$ cat config.mk
export PLATFORM = sky130hd
export DESIGN_NAME = percent_escape_path_decoder
export DESIGN_NICKNAME = d
export VERILOG_FILES = /design/src/design/ped_pkg.sv /design/src/design/percent_escape_path_decoder.sv /design/src/design/ped_front.sv /design/src/design/ped_queue.sv /design/src/design/ped_back.sv
export SDC_FILE = /design/constraint.sdc
export NUM_CORES = 1
export LEC_CHECK = 0
export BUFFER_PORTS_ARGS = -buffer_cell sky130_fd_sc_hd__buf_2
export CAP_MARGIN = 5
export CORE_AREA = 3 3 90 178
export CTS_BUF_LIST = sky130_fd_sc_hd__clkbuf_2 sky130_fd_sc_hd__clkbuf_4 sky130_fd_sc_hd__clkbuf_8
export DETAILED_ROUTE_END_ITERATION = 10
export DIE_AREA = 0 0 93 181
export PLACE_DENSITY = 0.47
export SYNTH_ARGS = -nofsm -noshare
export SYNTH_HDL_FRONTEND = slang
export SYNTH_SLANG_ARGS = --single-unit
$ cat constraint.sdc
create_clock -name clk -period 7.4 [get_ports clk]
set_clock_uncertainty 0.2 [all_clocks]
set_input_delay 1.11 -clock clk [delete_from_list [all_inputs] [get_ports clk]]
set_output_delay 1.11 -clock clk [all_outputs]
set_load 0.01 [all_outputs]
$ cat src/design/ped_pkg.sv
package ped_pkg;

  localparam logic [7:0] CH_PERCENT   = 8'h25;  // '%'
  localparam logic [7:0] CH_BACKSLASH = 8'h5C;  // '\'
  localparam logic [7:0] CH_SLASH     = 8'h2F;  // '/'
  localparam logic [7:0] CH_0         = 8'h30;
  localparam logic [7:0] CH_9         = 8'h39;
  localparam logic [7:0] CH_UA        = 8'h41;
  localparam logic [7:0] CH_UF        = 8'h46;
  localparam logic [7:0] CH_LA        = 8'h61;
  localparam logic [7:0] CH_LF        = 8'h66;
  localparam logic [3:0] HEX_TEN      = 4'd10;

  localparam int QDEPTH = 4;
  localparam int QAW    = $clog2(QDEPTH);

  // classified input request
  typedef struct packed {
    logic [7:0] data;
    logic       last;
    logic       pct;
    logic       hex;
    logic [3:0] nib;
  } item_t;

  // escape phase, one-hot
  typedef enum logic [2:0] {
    PH_PLAIN = 3'b001,
    PH_HI    = 3'b010,
    PH_LO    = 3'b100
  } phase_t;

  function automatic logic hex_is(input logic [7:0] c);
    hex_is = (c >= CH_0  && c <= CH_9)  ||
             (c >= CH_UA && c <= CH_UF) ||
             (c >= CH_LA && c <= CH_LF);
  endfunction

  function automatic logic [3:0] hex_val(input logic [7:0] c);
    logic [7:0] d;
    d = 8'd0;
    if (c >= CH_0 && c <= CH_9) begin
      d = c - CH_0;
    end else if (c >= CH_UA && c <= CH_UF) begin
      d = c - CH_UA + {4'd0, HEX_TEN};
    end else if (c >= CH_LA && c <= CH_LF) begin
      d = c - CH_LA + {4'd0, HEX_TEN};
    end
    hex_val = d[3:0];
  endfunction

endpackage

$ cat src/design/percent_escape_path_decoder.sv
// Path: with the output register free, a request is queued when accepted,
//   then decoded as it leaves the queue and loaded into the result register.
// Throughput: one byte per cycle; input stalls only once the 4-entry queue is
//   full behind a held result.
// Reset: synchronous, rst_n low; clears queue pointers, escape state, the
//   failure flag and the result valid. Payload registers are not reset.
module percent_escape_path_decoder (
  input  logic       clk,
  input  logic       rst_n,
  // input channel: one raw path byte per request
  input  logic       in_tvalid,
  output logic       in_tready,
  input  logic [7:0] in_tdata,   // [7:0] path_byte
  input  logic       in_tlast,   // path_end
  // result channel
  output logic       out_tvalid,
  input  logic       out_tready,
  output logic [7:0] out_tdata,  // [7:0] decoded_byte
  output logic [1:0] out_tuser,  // [0] byte_present, [1] decode_status
  output logic       out_tlast   // request_done
);
  import ped_pkg::*;

  logic  q_full, q_push, q_pop, q_valid;
  item_t q_wdata, q_rdata;

  // front: classify each byte ('%', hex digit and its value)
  ped_front u_front (
    .in_tvalid (in_tvalid),
    .in_tready (in_tready),
    .in_tdata  (in_tdata),
    .in_tlast  (in_tlast),
    .q_full    (q_full),
    .q_push    (q_push),
    .q_wdata   (q_wdata)
  );

  // short queue decouples input stalls from output backpressure
  ped_queue u_queue (
    .clk    (clk),
    .rst_n  (rst_n),
    .push   (q_push),
    .wdata  (q_wdata),
    .full   (q_full),
    .pop    (q_pop),
    .rvalid (q_valid),
    .rdata  (q_rdata)
  );

  // back: escape state machine, double-encoding check, result register
  ped_back u_back (
    .clk        (clk),
    .rst_n      (rst_n),
    .q_valid    (q_valid),
    .q_rdata    (q_rdata),
    .q_pop      (q_pop),
    .out_tvalid (out_tvalid),
    .out_tready (out_tready),
    .out_tdata  (out_tdata),
    .out_tuser  (out_tuser),
    .out_tlast  (out_tlast)
  );

endmodule

$ cat src/design/ped_front.sv
module ped_front (
  input  logic          in_tvalid,
  output logic          in_tready,
  input  logic [7:0]    in_tdata,
  input  logic          in_tlast,
  input  logic          q_full,
  output logic          q_push,
  output ped_pkg::item_t q_wdata
);
  import ped_pkg::*;

  assign in_tready = !q_full;
  assign q_push    = in_tvalid && !q_full;

  always_comb begin
    q_wdata.data = in_tdata;
    q_wdata.last = in_tlast;
    q_wdata.pct  = (in_tdata == CH_PERCENT);
    q_wdata.hex  = hex_is(in_tdata);
    q_wdata.nib  = hex_val(in_tdata);
  end

endmodule

$ cat src/design/ped_queue.sv
module ped_queue (
  input  logic           clk,
  input  logic           rst_n,
  input  logic           push,
  input  ped_pkg::item_t wdata,
  output logic           full,
  input  logic           pop,
  output logic           rvalid,
  output ped_pkg::item_t rdata
);
  import ped_pkg::*;

  item_t          mem_r [QDEPTH];
  logic [QAW-1:0] wptr_r, wptr_nxt;
  logic [QAW-1:0] rptr_r, rptr_nxt;
  logic [QAW:0]   cnt_r, cnt_nxt;

  assign full   = (cnt_r == (QAW+1)'(QDEPTH));
  assign rvalid = (cnt_r != '0);
  assign rdata  = mem_r[rptr_r];

  always_comb begin
    wptr_nxt = push ? wptr_r + 1'b1 : wptr_r;
    rptr_nxt = pop  ? rptr_r + 1'b1 : rptr_r;
    cnt_nxt  = cnt_r;
    if (push && !pop) begin
      cnt_nxt = cnt_r + 1'b1;
    end else if (pop && !push) begin
      cnt_nxt = cnt_r - 1'b1;
    end
  end

  always_ff @(posedge clk) begin
    if (!rst_n) begin
      wptr_r <= '0;
      rptr_r <= '0;
      cnt_r  <= '0;
    end else begin
      wptr_r <= wptr_nxt;
      rptr_r <= rptr_nxt;
      cnt_r  <= cnt_nxt;
    end
  end

  always_ff @(posedge clk) begin
    if (push) begin
      mem_r[wptr_r] <= wdata;
    end
  end

endmodule

$ cat src/design/ped_back.sv
module ped_back (
  input  logic           clk,
  input  logic           rst_n,
  input  logic           q_valid,
  input  ped_pkg::item_t q_rdata,
  output logic           q_pop,
  output logic           out_tvalid,
  input  logic           out_tready,
  output logic [7:0]     out_tdata,
  output logic [1:0]     out_tuser,
  output logic           out_tlast
);
  import ped_pkg::*;

  phase_t     phase_r, phase_nxt;
  logic [3:0] nib_r, nib_nxt;
  logic       fail_r, fail_nxt;
  logic [1:0] cnt_r, cnt_nxt;
  // only what the double-encoding test needs of the last two decoded bytes
  logic       rec0_pct_r, rec0_pct_nxt;
  logic       rec1_pct_r, rec1_pct_nxt;
  logic       rec1_hex_r, rec1_hex_nxt;

  logic       ov_r;
  logic [7:0] obyte_r;
  logic       opres_r, ostat_r, olast_r;

  logic       formed;
  logic [7:0] dec;
  logic       emit;

  assign q_pop      = q_valid && (!ov_r || out_tready);
  assign out_tvalid = ov_r;
  assign out_tdata  = obyte_r;
  assign out_tuser  = {ostat_r, opres_r};
  assign out_tlast  = olast_r;

  always_comb begin
    phase_nxt    = phase_r;
    nib_nxt      = nib_r;
    fail_nxt     = fail_r;
    cnt_nxt      = cnt_r;
    rec0_pct_nxt = rec0_pct_r;
    rec1_pct_nxt = rec1_pct_r;
    rec1_hex_nxt = rec1_hex_r;
    formed       = 1'b0;
    dec          = q_rdata.data;

    if (!fail_r) begin
      case (phase_r)
        PH_HI: begin
          if (q_rdata.hex) begin
            nib_nxt   = q_rdata.nib;
            phase_nxt = PH_LO;
          end else begin
            fail_nxt = 1'b1;
          end
        end
        PH_LO: begin
          if (q_rdata.hex) begin
            dec       = {nib_r, q_rdata.nib};
            formed    = 1'b1;
            phase_nxt = PH_PLAIN;
          end else begin
            fail_nxt = 1'b1;
          end
        end
        default: begin
          if (q_rdata.pct) begin
            phase_nxt = PH_HI;
          end else begin
            phase_nxt = PH_PLAIN;
            formed    = 1'b1;
          end
        end
      endcase

      if (formed) begin
        // '%', hex, hex among decoded bytes: double encoding
        if (cnt_r == 2'd2 && rec0_pct_r && rec1_hex_r && hex_is(dec)) begin
          fail_nxt = 1'b1;
          formed   = 1'b0;
        end else begin
          rec0_pct_nxt = rec1_pct_r;
          rec1_pct_nxt = (dec == CH_PERCENT);
          rec1_hex_nxt = hex_is(dec);
          if (cnt_r != 2'd2) begin
            cnt_nxt = cnt_r + 2'd1;
          end
        end
      end

      // escape left open at end of request
      if (q_rdata.last && !fail_nxt && phase_nxt != PH_PLAIN) begin
        fail_nxt = 1'b1;
      end
    end

    if (fail_nxt) begin
      formed = 1'b0;
    end
    emit = formed || q_rdata.last;
  end

  always_ff @(posedge clk) begin
    if (!rst_n) begin
      phase_r    <= PH_PLAIN;
      nib_r      <= '0;
      fail_r     <= 1'b0;
      cnt_r      <= '0;
      rec0_pct_r <= 1'b0;
      rec1_pct_r <= 1'b0;
      rec1_hex_r <= 1'b0;
      ov_r       <= 1'b0;
    end else begin
      if (q_pop) begin
        if (q_rdata.last) begin
          phase_r    <= PH_PLAIN;
          nib_r      <= '0;
          fail_r     <= 1'b0;
          cnt_r      <= '0;
          rec0_pct_r <= 1'b0;
          rec1_pct_r <= 1'b0;
          rec1_hex_r <= 1'b0;
        end else begin
          phase_r    <= phase_nxt;
          nib_r      <= nib_nxt;
          fail_r     <= fail_nxt;
          cnt_r      <= cnt_nxt;
          rec0_pct_r <= rec0_pct_nxt;
          rec1_pct_r <= rec1_pct_nxt;
          rec1_hex_r <= rec1_hex_nxt;
        end
      end
      if (q_pop) begin
        ov_r <= emit;
      end else if (out_tready) begin
        ov_r <= 1'b0;
      end
    end
  end

  always_ff @(posedge clk) begin
    if (q_pop && emit) begin
      obyte_r <= !formed ? 8'd0 : (dec == CH_BACKSLASH) ? CH_SLASH : dec;
      opres_r <= formed;
      olast_r <= q_rdata.last;
      ostat_r <= q_rdata.last && fail_nxt;
    end
  end

endmodule

==> flow_results.org <==
** Pwr
- Leakage power figure :: 0.00165 uW
- Pwr Density :: 340 nW/um^2
- Largest vdd supply drop :: 0.0833 mV

** Synthesis
- The synthesized netlist occupies a cell area of 4390 sq um.
- Syn Area/Cell :: 13.4 sq um
- After synthesis, the share of cell area in mux cells is 10.3%.
- Of the total synthesized cell area, the portion taken by AND, OR, NAND and NOR gates is 13.4%.
- Prevailing post-synth register cell :: sky130_fd_sc_hd__edfxtp_1
- Post-synth EDFFs :: 71
- Cell accounting for the most synthesized area :: sky130_fd_sc_hd__edfxtp_1
- Synth Register Bits :: 94
- Cell types with the largest area share after synthesis :: sky130_fd_sc_hd__edfxtp_1 (49%), sky130_fd_sc_hd__dfxtp_1 (10%), sky130_fd_sc_hd__mux4_1 (5.4%), sky130_fd_sc_hd__ha_1 (2.9%), sky130_fd_sc_hd__mux4_2 (2.6%)
- When the netlist entered floorplanning its net count stood at 352.
- Xor and xnor area share after synthesis :: 1.20%
- The synthesized netlist devotes 3.31% of its cell area to adder and majority cells.
- Dominant combinational cell family by area after synthesis :: simple AND/OR/NAND/NOR gates
- Yosys mapped the design onto 61 distinct sky130hd cell types.
- Of all flip-flops after synthesis, the portion carrying an async set or reset was 0%.
- The synthesized design devotes to its leading area cell type 48.6% of total area.
- Total of warnings raised by yosys :: 0
- The synthesized netlist devotes 9.50% of its cell area to compound gates.
- In the synthesized netlist, the number of instances is 328.
- Of the synthesized area, sequential elements account for 59.1%.

** Floorplanning
- For this configuration, the core starts out at a cell density of 29.6%.
- Measured along the x axis, the die boundary spans 93 um.
- The floorplan has 63 rows.
- The floorplan step defined a die boundary enclosing 16,800 sq um.
- For this design the top-level I/O count stands at 26.
- The core region is 14,800 sq um.
- Die Span Y :: 181 um

** Cells and area
- ANT cells :: 0
- For this run, the number of standard cells in the final layout without fillers is 549.
- FILL cells :: 1,553
- After routing the design area is 4850 sq um.
- At the end of the flow, the number of nets in the layout was 373.
- Cells fill 32.7% of the core in the end.
- Area growth syn-to-layout :: 10.6%
- Fraction of final layout cells with drive strength greater than 1 :: 16.7%

** Clocking
- Clock sinks :: 94
- TritonCTS built the clock tree.
- TritonCTS buffer count :: 9
- Clock insertion delay at the later pin of the skew report :: 0.37 ns
- The tree is rooted in a sky130_fd_sc_hd__clkbuf_8.
- The H-tree generated during clock tree synthesis spans 3 levels.
- For this design, the CTS-stage hold fixing added 0 buffers.
- Post-CTS repair timing setup buffer count :: 0
- The clock passes through at most 2 buffers.
- After clock tree synthesis, the clock-pin slew on the worst setup and hold paths is 0.10 ns.
- Gates resized during post-CTS repair numbered 0.

** Flow run
- Across the run, the number of max-cap violations was 0.

** Outcome
- Result of the run :: completed

** Global routing
- Entering global routing, the biggest net connects 26 pins.
- Global routing used 12.0% of the available tracks.
- First-pass GRT wire length :: 15,200 um
- Congestion Overflow GR :: 0
- Vias in the first global route :: 2,807
- The initial antenna violation count is 0.

** Detailed routing
- The routed layout has 2,650 vias.
- The count of nets left with antenna violations once routing finished came out at 0.
- After detailed routing, the number of vias per cell comes to 4.83.
- The pre-antenna-repair detailed-routing pass consisted of 4 iterations.
- For this run, design rule violations remaining after detail routing come to 0.
- DRT Wirelength :: 9480 um
- After detailed routing, the average wire length per cell comes to 17.3 um.
- Number of DRC markers in iteration 0 :: 104

** STA
- The worst path needs 3.81 ns of the cycle, external delays included.
- Slew HR :: 37.0%
- The worst path uses 51.5% of the clock period.
- Number of failing hold endpoints at the final stage :: 0
- Least-Margin Pin Slew :: 0.944 ns
- Number of pins exceeding their max-slew limit in the final report :: 0
- In the final timing run, aggregate negative setup slack is 0 ns.
- Unrepaired setup endpoints after global routing :: no
- Setup violations remaining at the end of the flow were counted as 0.
- Min Hold Slack :: 0.288 ns
- Timing would allow up to 0.262 GHz.

** Critical path
- Critical path arrival :: 3.88 ns
- Required time reported for the critical path endpoint :: 7.47 ns
- Of all nets on the critical path, the largest fanout is 15.
- For this design, the slowest cell found on the critical path is sky130_fd_sc_hd__dfxtp_1.
- Broken down by cell family, the worst path's largest delay share belongs to multiplexers.
- The critical path in this run is classified as flop to flop.
- Slowest cell delay on critical path :: 0.95 ns
- Traced cell by cell, the critical path runs through mux4_2 -> nand2_1 -> mux2i_1 -> or3b_4 -> o21ai_4 -> a21oi_4 -> o221a_1.
- Critical path capture point type :: flop
- Buffers & Inverters on Critical Path :: 0
- The worst setup path is launched from a flop.

** Place
- Estimated wirelength of the detail-placed design :: 6850 um
- Final RePlAce weighted congestion :: 0.817
- Port Buffers :: 25
- Cells after DPL :: 533
- Summing all placed instances gives a cell area of 4660 sq um.

** Hold path
- The tightest min-delay check is of the flop to flop type.
[final timing paths]
kind                                        from                              to  slack [ns]  cells after the start
setup / recovery                            flop  u_back.rec1_hex_r$_SDFFE_PN0P_        3.59                      7
hold / removal    u_back.rec1_pct_r$_SDFFE_PN0P_  u_back.rec1_pct_r$_SDFFE_PN0P_        0.29                      2
setup reg to reg                            flop  u_back.rec1_hex_r$_SDFFE_PN0P_        3.59                      7
hold reg to reg   u_back.rec1_pct_r$_SDFFE_PN0P_  u_back.rec1_pct_r$_SDFFE_PN0P_        0.29                      2
[synth_stat cells (all sizes together) (2+ instances only)]
| master | n |
|---|---|
| nand4 | 3 |
| nand2b | 7 |
| a22oi | 2 |
| mux4 | 14 |
| inv | 12 |
| nand2 | 22 |
| nor2 | 11 |
| and4b | 2 |
| ha | 10 |
| a21oi | 17 |
| nand3 | 9 |
| xnor2 | 5 |
| and2 | 7 |
| nor3 | 8 |
| o21ai | 20 |
| buf | 8 |
| clkbuf | 7 |
| and3 | 7 |
| or3 | 2 |
| a21boi | 5 |
| a31oi | 2 |
| dfxtp | 23 |
| or4b | 3 |
| nor4 | 4 |
| o211ai | 3 |
| mux2 | 2 |
| mux2i | 8 |
| nor2b | 10 |
| o21a | 4 |
| edfxtp | 71 |
[state kept, by name (all words and copies together) (netlist names), 2 cells and up, named ones only]
signal            count
u_back.nib_r          4
u_queue.wptr_r        2
u_queue.mem_r        60
u_back.cnt_r          2
u_back.phase_r        3
u_queue.rptr_r        2
u_back.out_tdata      8
u_queue.cnt_r         3
[power by group]
| group | switching [uW] | leakage, uW | internal, uW |
|---|---|---|---|
| registers | 70.4 | 0.000858 | 685 |
| clock network | 200 | 0.0000980 | 130 |
| logic | 335 | 0.000699 | 228 |
[cell usage in the layout, fill, tap and decap left out, drive strengths merged, types with 8 or more instances in the layout]
| cell type | n |
|---|---|
| buf | 25 |
| mux2i | 8 |
| mux4 | 14 |
| ha | 10 |
| nor2b | 10 |
| nor2 | 11 |
| nand3 | 9 |
| o21ai | 20 |
| a21oi | 17 |
| dfxtp | 23 |
| nor3 | 8 |
| clkbuf | 9 |
| nand2 | 22 |
| inv | 16 |
| edfxtp | 71 |
[kinds of logic (layout without fill, tap and decap cells)]
| kind of cell | Yosys count | count (layout) |
|---|---|---|
| buffers and inverters | 28 | 54 |
| adders and majority gates | 11 | 11 |
| muxes | 24 | 24 |
| AOI/OAI and AO/OA | 62 | 62 |
| xor gates and xnor gates | 6 | 6 |
| DFF | 94 | 94 |
| and+or+nand+nor | 103 | 103 |
[worst min-delay path, stage by stage, from the launching register on]
cell and delay, ns:
sky130_fd_sc_hd__dfxtp_1 0.34, sky130_fd_sc_hd__nand2_1 0.06, sky130_fd_sc_hd__mux2i_1 0.05
[per-stage QoR]
step / setup WS [ns] / power (uW)
6_report: 3.59 / 1650
5_1_grt: 3.27 / 1760
4_1_cts: 3.52 / 1680
3_5_place_dp: 3.54 / 1340
3_3_place_gp: 3.59 / 1330
2_1_floorplan: 4.44 / 1180
[cell type report]
cell class	instances	area, sq um	share of cell area [%]
well taps	195	244	5.03
repair buffers	25	125	2.58
clock buffers	9	124	2.55
multi-input cells	206	1650	34.1
inverters	13	48.8	1.01
clock inverters	7	62.6	1.29
flip-flops and latches	94	2590	53.4
[metal layers]
| metal | up-vias | routed length, um | track usage [%] |
|---|---|---|---|
| li1 | 1287 | - | - |
| met1 | 1301 | 3390 | 11.5 |
| met2 | 44 | 5540 | 23.4 |
| met3 | 18 | 244 | 2.08 |
| met4 | 0 | 310 | 5.93 |
| met5 | - | 0 | 0 |
No activity file was read; power rests on OpenSTA's default activity.
